$ cat config.mk
export PLATFORM = sky130hd
export DESIGN_NAME = gregorian_date_difference
export DESIGN_NICKNAME = d
export VERILOG_FILES = /design/src/design/gdd_pkg.sv /design/src/design/gdd_date_num.sv /design/src/design/gdd_diff.sv /design/src/design/gregorian_date_difference.sv
export SDC_FILE = /design/constraint.sdc
export NUM_CORES = 2
export LEC_CHECK = 0
export ABC_CLOCK_PERIOD_IN_PS = 8800
export BUFFER_PORTS_ARGS = -buffer_cell sky130_fd_sc_hd__buf_2
export CAP_MARGIN = 20
export CORE_MARGIN = 3
export CORE_UTILIZATION = 45
export CTS_CLUSTER_DIAMETER = 30
export DETAILED_ROUTE_END_ITERATION = 7
export GPL_TIMING_DRIVEN = 0
export HOLD_SLACK_MARGIN = 0.05
export PLACE_DENSITY = 0.71
export SYNTH_ARGS = -nofsm -noshare
export SYNTH_HDL_FRONTEND = slang
export SYNTH_SLANG_ARGS = --single-unit
$ cat constraint.sdc
create_clock -name i_clk -period 8.8 [get_ports i_clk]
set_input_delay 1.76 -clock i_clk [delete_from_list [all_inputs] [get_ports i_clk]]
set_output_delay 1.76 -clock i_clk [all_outputs]
set_load 0.02 [all_outputs]
$ cat src/design/gdd_pkg.sv
// gregorian date difference: shared types, widths, constants and calendar tables
// no dependencies; imported by every module of the block
`timescale 1ns / 1ps

package gdd_pkg;

    localparam int DAY_W    = 5;
    localparam int MON_W    = 4;
    localparam int YEAR_W   = 14;
    localparam int COUNT_W  = 22;
    localparam int SERIAL_W = YEAR_W + 9;

    localparam int MAX_YEAR      = 9999;
    localparam int DAYS_PER_YEAR = 365;

    // x / 25 == (x * RECIP_25) >> RECIP_SHIFT, exact for x below 2**12
    localparam int RECIP_25    = 5243;
    localparam int RECIP_SHIFT = 17;
    localparam int DIV25_IN_W  = YEAR_W - 2;
    localparam int RECIP_W     = 13;
    localparam int PROD_W      = DIV25_IN_W + RECIP_W;
    localparam int Q100_W      = PROD_W - RECIP_SHIFT;
    localparam int MSTART_W    = 9;

    localparam logic [MON_W-1:0] MONTH_JAN = 4'd1;
    localparam logic [MON_W-1:0] MONTH_FEB = 4'd2;
    localparam logic [MON_W-1:0] MONTH_DEC = 4'd12;

    typedef struct packed {
        logic [DAY_W-1:0]  first_day;
        logic [MON_W-1:0]  first_month;
        logic [YEAR_W-1:0] first_year;
        logic [DAY_W-1:0]  second_day;
        logic [MON_W-1:0]  second_month;
        logic [YEAR_W-1:0] second_year;
    } t_in_item;

    typedef struct packed {
        logic [COUNT_W-1:0] day_count;
        logic               status;
    } t_out_item;

    typedef struct packed {
        logic [DAY_W-1:0]  day;
        logic [MON_W-1:0]  month;
        logic [YEAR_W-1:0] year;
    } t_date;

    // serial day number of one date, with its validity
    typedef struct packed {
        logic                ok;
        logic [SERIAL_W-1:0] serial;
    } t_date_num;

    function automatic logic [DAY_W-1:0] month_length(input logic [MON_W-1:0] m,
                                                      input logic leap);
        case (m) inside
            MONTH_FEB:                 return leap ? 5'd29 : 5'd28;
            4'd4, 4'd6, 4'd9, 4'd11:   return 5'd30;
            default:                   return 5'd31;
        endcase
    endfunction

    // days in the whole months before month m of a common year
    function automatic logic [MSTART_W-1:0] month_start(input logic [MON_W-1:0] m);
        case (m)
            4'd2:    return 9'd31;
            4'd3:    return 9'd59;
            4'd4:    return 9'd90;
            4'd5:    return 9'd120;
            4'd6:    return 9'd151;
            4'd7:    return 9'd181;
            4'd8:    return 9'd212;
            4'd9:    return 9'd243;
            4'd10:   return 9'd273;
            4'd11:   return 9'd304;
            4'd12:   return 9'd334;
            default: return 9'd0;
        endcase
    endfunction

endpackage

$ cat src/design/gdd_date_num.sv
// gregorian date difference: three-stage pipeline from one date to its serial day number
// depends on gdd_pkg
`timescale 1ns / 1ps

module gdd_date_num (
    input  logic              i_clk,
    input  gdd_pkg::t_date     i_date,
    output gdd_pkg::t_date_num o_num
);
    import gdd_pkg::*;

    // stage 1: constant divisions by reciprocal multiply, month and year range checks
    logic [YEAR_W-1:0]     w_p;
    logic [PROD_W-1:0]     w_p100_prod;
    logic [PROD_W-1:0]     w_p400_prod;
    logic [PROD_W-1:0]     w_y100_prod;
    logic [PROD_W-1:0]     w_y400_prod;

    t_date                 r1_date;
    logic [YEAR_W-1:0]     r1_p;
    logic [Q100_W-1:0]     r1_p100;
    logic [Q100_W-1:0]     r1_p400;
    logic [Q100_W-1:0]     r1_y100;
    logic [Q100_W-1:0]     r1_y400;
    logic                  r1_mok;
    logic                  r1_yok;

    assign w_p         = i_date.year - YEAR_W'(1);
    assign w_p100_prod = PROD_W'(w_p >> 2) * PROD_W'(RECIP_25);
    assign w_p400_prod = PROD_W'(w_p >> 4) * PROD_W'(RECIP_25);
    assign w_y100_prod = PROD_W'(i_date.year >> 2) * PROD_W'(RECIP_25);
    assign w_y400_prod = PROD_W'(i_date.year >> 4) * PROD_W'(RECIP_25);

    always_ff @(posedge i_clk) begin
        r1_date <= i_date;
        r1_p    <= w_p;
        r1_p100 <= w_p100_prod[PROD_W-1:RECIP_SHIFT];
        r1_p400 <= w_p400_prod[PROD_W-1:RECIP_SHIFT];
        r1_y100 <= w_y100_prod[PROD_W-1:RECIP_SHIFT];
        r1_y400 <= w_y400_prod[PROD_W-1:RECIP_SHIFT];
        r1_mok  <= (i_date.month >= MONTH_JAN) && (i_date.month <= MONTH_DEC);
        r1_yok  <= (i_date.year != '0) &&
                   ((YEAR_W + 3)'(i_date.year) <= (YEAR_W + 3)'(MAX_YEAR));
    end

    // stage 2: leap rule, day check, whole-year days and day-of-year offset
    logic                  w_div100;
    logic                  w_div400;
    logic                  w_leap;
    logic [DAY_W-1:0]      w_mlen;
    logic                  w_dok;

    logic [SERIAL_W-1:0]   r2_years;
    logic [MSTART_W+DAY_W-1:0] r2_offset;
    logic                  r2_ok;

    // y divisible by 100 when y/4 is a multiple of 25, by 400 when y/16 is
    assign w_div100 = (r1_date.year[1:0] == 2'b00) &&
                      ((r1_date.year >> 2) == (YEAR_W'(r1_y100) * YEAR_W'(25)));
    assign w_div400 = (r1_date.year[3:0] == 4'b0000) &&
                      ((r1_date.year >> 4) == (YEAR_W'(r1_y400) * YEAR_W'(25)));
    assign w_leap   = ((r1_date.year[1:0] == 2'b00) && !w_div100) || w_div400;
    assign w_mlen   = month_length(r1_date.month, w_leap);
    assign w_dok    = (r1_date.day != '0) && (r1_date.day <= w_mlen);

    always_ff @(posedge i_clk) begin
        r2_years  <= SERIAL_W'(r1_p) * SERIAL_W'(DAYS_PER_YEAR)
                   + SERIAL_W'(r1_p >> 2) - SERIAL_W'(r1_p100);
        r2_offset <= (MSTART_W + DAY_W)'(month_start(r1_date.month))
                   + (MSTART_W + DAY_W)'(w_leap && (r1_date.month > MONTH_FEB))
                   + (MSTART_W + DAY_W)'(r1_date.day)
                   + (MSTART_W + DAY_W)'(r1_p400);
        r2_ok     <= r1_mok && r1_yok && w_dok;
    end

    // stage 3: serial day number, 1 january of year 1 is day 1
    t_date_num r3_num;

    always_ff @(posedge i_clk) begin
        r3_num.ok     <= r2_ok;
        r3_num.serial <= r2_years + SERIAL_W'(r2_offset);
    end

    assign o_num = r3_num;

endmodule

$ cat src/design/gdd_diff.sv
// gregorian date difference: absolute difference, saturation and output register
// depends on gdd_pkg
`timescale 1ns / 1ps

module gdd_diff (
    input  logic               i_clk,
    input  logic               i_rst_n,
    input  logic               i_vld,
    input  gdd_pkg::t_date_num  i_a,
    input  gdd_pkg::t_date_num  i_b,
    output logic               o_done,
    output gdd_pkg::t_out_item  o_result
);
    import gdd_pkg::*;

    logic [SERIAL_W:0]   w_ab;
    logic [SERIAL_W:0]   w_ba;
    logic [SERIAL_W-1:0] w_abs;
    logic [COUNT_W-1:0]  w_sat;
    logic                w_bad;

    logic                r_done;
    t_out_item           r_result;

    assign w_ab  = {1'b0, i_a.serial} - {1'b0, i_b.serial};
    assign w_ba  = {1'b0, i_b.serial} - {1'b0, i_a.serial};
    // borrow out means b is the later date
    assign w_abs = w_ab[SERIAL_W] ? w_ba[SERIAL_W-1:0] : w_ab[SERIAL_W-1:0];
    assign w_sat = (w_abs[SERIAL_W-1:COUNT_W] != '0) ? '1 : w_abs[COUNT_W-1:0];
    assign w_bad = !(i_a.ok && i_b.ok);

    always_ff @(posedge i_clk) begin
        if (!i_rst_n) begin
            r_done <= 1'b0;
        end else begin
            r_done <= i_vld;
        end
        r_result.status    <= w_bad;
        r_result.day_count <= w_bad ? '0 : w_sat;
    end

    assign o_done   = r_done;
    assign o_result = r_result;

endmodule

$ cat src/design/gregorian_date_difference.sv
// days between two gregorian dates, one item accepted per cycle, fully pipelined
// throughput: one item per cycle; o_busy stays low since the receiver cannot stall
// stages: reciprocal divides, leap and day check, serial number, difference and saturation
// reset: synchronous active low, clears the valid bits only; no items in flight after it
// depends on gdd_pkg, gdd_date_num, gdd_diff
`timescale 1ns / 1ps

module gregorian_date_difference (
    input  logic              i_clk,
    input  logic              i_rst_n,
    input  logic              i_start,
    output logic              o_busy,
    input  gdd_pkg::t_in_item  i_item,
    output logic              o_done,
    output gdd_pkg::t_out_item o_result
);
    import gdd_pkg::*;

    t_date     w_first;
    t_date     w_second;
    t_date_num w_num_a;
    t_date_num w_num_b;
    logic      w_accept;
    logic [2:0] r_vld;

    assign o_busy   = 1'b0;
    assign w_accept = i_start && !o_busy;

    assign w_first  = '{day: i_item.first_day, month: i_item.first_month,
                        year: i_item.first_year};
    assign w_second = '{day: i_item.second_day, month: i_item.second_month,
                        year: i_item.second_year};

    // valid bits beside the three date stages
    always_ff @(posedge i_clk) begin
        if (!i_rst_n) begin
            r_vld <= '0;
        end else begin
            r_vld <= {r_vld[1:0], w_accept};
        end
    end

    gdd_date_num u_first (
        .i_clk  (i_clk),
        .i_date (w_first),
        .o_num  (w_num_a)
    );

    gdd_date_num u_second (
        .i_clk  (i_clk),
        .i_date (w_second),
        .o_num  (w_num_b)
    );

    gdd_diff u_diff (
        .i_clk    (i_clk),
        .i_rst_n  (i_rst_n),
        .i_vld    (r_vld[2]),
        .i_a      (w_num_a),
        .i_b      (w_num_b),
        .o_done   (o_done),
        .o_result (o_result)
    );

    a_latency: assert property (@(posedge i_clk) disable iff (!i_rst_n)
        w_accept |-> ##4 o_done)
        else $error("accepted item did not produce a result after four cycles");

    a_no_phantom: assert property (@(posedge i_clk) disable iff (!i_rst_n)
        o_done |-> $past(r_vld[2]))
        else $error("result strobe without a valid item");

    a_bad_zero: assert property (@(posedge i_clk) disable iff (!i_rst_n)
        (o_done && o_result.status) |-> (o_result.day_count == '0))
        else $error("invalid item gave a nonzero day count");

    a_bad_month: assert property (@(posedge i_clk) disable iff (!i_rst_n)
        (w_accept && ((i_item.first_month == '0) || (i_item.second_month == '0)))
        |-> ##4 (o_done && o_result.status))
        else $error("month zero not flagged as invalid");

    a_same_date: assert property (@(posedge i_clk) disable iff (!i_rst_n)
        (w_accept && (i_item.first_day == i_item.second_day)
                  && (i_item.first_month == i_item.second_month)
                  && (i_item.first_year == i_item.second_year))
        |-> ##4 (o_result.day_count == '0))
        else $error("identical dates gave a nonzero day count");

endmodule
==> run summary <==
The clock reaches the later pin of the worst-skew pair after 600 ps. After synthesis the cells add up to 35,200 um2. For the initial antenna violation count, the log shows 10. The cell with the largest stage delay on the worst path is fa_1.

ha_1 takes more of the synthesized area than any other cell. TritonCTS built the clock tree. The run gives 67 as the number of CTS-inserted buffers. The routed length per placed instance works out to 14.7 um. Yosys attributes the largest share of cell area to ha_1, fa_1, dfxtp_1.

The floorplan die width came out at 286 um. Ranked by instance count, the synthesized netlist is headed by inv_1, ha_1, fa_1. The class of the worst hold path was reg2reg.

Max-cap violations in this run came to 0. Buffers inserted to repair hold after CTS numbered 0. The fraction of registers with async set/reset is 0%. A synthesized cell averages 9.84 um2.

The Yosys warning count was 0. The HPWL after detailed placement is 59,700 um. Among all cell types in the netlist, the one instantiated most often is inv_1. At the end of routability-driven placement, the weighted congestion stood at 0.903. The floorplan has 101 rows. The clock slew at the register clock pins of the worst setup and hold paths works out to 50 ps.

The maximum number of pins on one net before global-route repair is 14, and the area fraction of the dominant cell type after synthesis is 28.4%. The fraction of final layout cells sized beyond drive strength 1 came out at 6.98%. The number of cells on the worst reg-to-reg path is 32.

Summed over all layers, the global routing overflow is 0. The run gives 81 as the distinct cell type count of the synthesized netlist. The instance count along the most critical hold path works out to 0. Measured along the y axis, the die boundary spans 286 um.

Cell type group with the largest total delay on the critical path: adder cells. The capture instance of the worst register-to-register path was u_first.r2_offset[9]. The pin slew with the least headroom to its limit was 991 ps; the H-tree depth was 3. Data arrives at the worst endpoint at 8900 ps. The residual DRC count was 0; the first-pass GRT wire length was 122,000 um. Type of origin of the critical path: an input pin. The worst hold path begins at u_second.r2_ok. Setup skew after layout: 23.0 ps. The tools report the root cell of the clock tree as clkbuf_16. Across every metal layer, demand over resource in global routing totals 18.1%.

The run gives 45.9% as the initial cell density of the core. STA puts the critical path data required time at 9270 ps. Number of sinks on the clock net: 297. The number of DRC markers after the initial detailed-route iteration came out at 1,202. The count of input and output buffers works out to 72.

Synthesis inferred 297 register bits. The logs give 74 for the number of top-level pins and 3,582 for the number of instances in the synthesized netlist. The worst hold path terminates at u_second.o_num[23]. The number of global-route vias before repair is 24,900. Of the available clock period, the critical path in the final layout requires 95.8%.

The total count of hold-check failures in the final report is 0. The run gives 23,900 as the total via count after detailed routing. The biggest fanout along the worst timing path is 13, and the slack of the worst reg-to-reg path is 2000 ps. The region available for standard cell placement spans 76,700 um2. Timing would allow up to 119 MHz. The largest buffer count on any clock path is 3. Tracing the worst setup path back leads to its startpoint at i_item[27]. The flow ran to the end, and the final reports show no timing, DRC or antenna violations. The tools report the max-slew violation count as 0.

The critical path's largest stage delay was 570 ps. The tools report the count of endpoints failing setup in the final report as 0. The area added between synthesis and finish is 11.7%, and the minimum clock period after layout is 8430 ps. For this run, the detailed router's first-pass iteration total came to 6. The run gives 70,700 um as the routed wire length. Yosys mapped a number of flops with a built-in enable equal to 0.

The worst hold slack was 319 ps; the average via count per standard cell was 4.95. The number of nets in the final layout is 4,974, and the buffer and inverter count on the worst path is 5. The worst slew slack as a fraction of its limit was 33.5%.

The worst setup path is of the in2reg kind. The detail route stage leaves a number of antenna-violating nets equal to 0. For this run, the register share of the synthesized area comes to 16.9%. Among all flip-flop cells after synthesis, the most frequent one is dfxtp_1. In this run the number of cells on the critical path is 28. The tools report the total die area as 81,700 um2. The startpoint identified for the worst register-to-register timing path is u_first.r1_y100[2]. STA classifies the critical path endpoint as a register.
## final cells by class
class	instances	area (um2)
timing repair buffer	77	398
tap	1030	1290
buffer	34	185
multi-input combinational	2436	26100
fill	6807	37300
clock buffer	80	1810
antenna	5	12.5
inverter	817	3070
clock inverter	43	528
sequential	297	5950
## state kept, by name, summed over array words and instances (netlist names), 23 cells and up, named ones only
| register | flops |
|---|---|
| u_second.o_num | 24 |
| u_first.r2_years | 23 |
| u_second.r2_years | 23 |
| u_first.o_num | 24 |
| u_diff.o_result | 23 |
| u_second.r1_date | 23 |
| u_first.r1_date | 23 |
## logic make-up (layout without fill, tap and decap cells)
| family | after synthesis | in the layout | synth area share, % |
|---|---|---|---|
| adder cells (fa/ha/maj) | 1195 | 1195 | 50.8 |
| AND/OR/NAND/NOR | 467 | 467 | 6.66 |
| other | 1 | 8 | 0.0106 |
| flip-flops | 297 | 297 | 16.9 |
| XOR/XNOR | 261 | 261 | 6.51 |
| multiplexers | 17 | 17 | 0.575 |
| AO/OA/AOI/OAI | 493 | 493 | 9.30 |
| buffers and inverters | 851 | 1051 | 9.23 |
## what timing repair did
item                                    CTS  global route
endpoints found under the setup margin    0             9
setup buffers                             0             3
resized for setup                         0            12
## per-layer routing
layer  up-vias  track usage, %  routed length (um)
met3       102            3.67                3160
met1     11400            24.9               34000
met2       384            29.2               32000
met5         -               0                  44
met4         8            4.50                1470
li1      11900               -                   -
## worst reg2reg max path: cells and delay by family, from the launching register on
family,cells,cell delay (ps)
compound gates,12,2050
xor+xnor,1,100
fa+ha+maj,9,3060
buf+inv,2,100
flops,1,340
simple gates,8,1010
## worst max path at each step
stage | endpoint | slack (ps)
2_1_floorplan | u_first.r1_p100[5] | 890
3_3_place_gp | u_first.r1_p100[5] | -530
3_5_place_dp | u_first.r1_p100[5] | -570
4_1_cts | u_first.r1_p100[5] | 40
5_1_grt | u_second.r1_p100[5] | -1
6_report | u_first.r1_p100[5] | 370
## cells in the final DEF, fill, tap and decap left out, types with 7 or more instances in the layout
master | synthesis | layout
clkinvlp_4 | 0 | 12
or3_1 | 7 | 7
o21a_1 | 20 | 20
clkbuf_1 | 18 | 23
xnor2_1 | 179 | 173
nor3_1 | 32 | 32
inv_6 | 0 | 10
buf_2 | 6 | 78
nand2b_1 | 14 | 14
a211oi_1 | 18 | 18
and3_1 | 26 | 26
dfxtp_1 | 297 | 297
clkbuf_16 | 0 | 67
o21bai_1 | 20 | 20
o21ai_1 | 7 | 8
a21oi_2 | 20 | 20
o21ai_0 | 85 | 84
inv_1 | 816 | 815
ha_1 | 800 | 800
nor2b_1 | 40 | 40
xor2_1 | 81 | 81
nand4_1 | 16 | 16
and2_1 | 15 | 15
a21o_1 | 88 | 88
a21oi_1 | 136 | 136
or2_2 | 10 | 10
a211o_1 | 7 | 7
a31oi_1 | 15 | 15
nor4_1 | 17 | 17
nand3_1 | 59 | 59
nor2_1 | 111 | 111
nand2_1 | 95 | 95
clkbuf_8 | 0 | 8
fa_1 | 395 | 395
mux2i_1 | 11 | 11
## through the flow
| step | cells | worst slack (ps) | TNS, ps | area, um2 | utilization, % |
|---|---|---|---|---|---|
| detailed placement | 4687 | -573 | -3460 | 36900 | 48.1 |
| finish | 4819 | 368 | 0 | 39400 | 51.3 |
| global route | 4817 | -1.16 | -1.16 | 39400 | 51.3 |
| floorplan | 3584 | 891 | 0 | 35200 | - |
| CTS | 4810 | 35.6 | 0 | 39200 | 51.2 |
| global placement | 4686 | -534 | -3090 | 36900 | 48.1 |
Power is not shown: default switching activity piles up to over one toggle a cycle in this logic, so the estimate is an artifact.
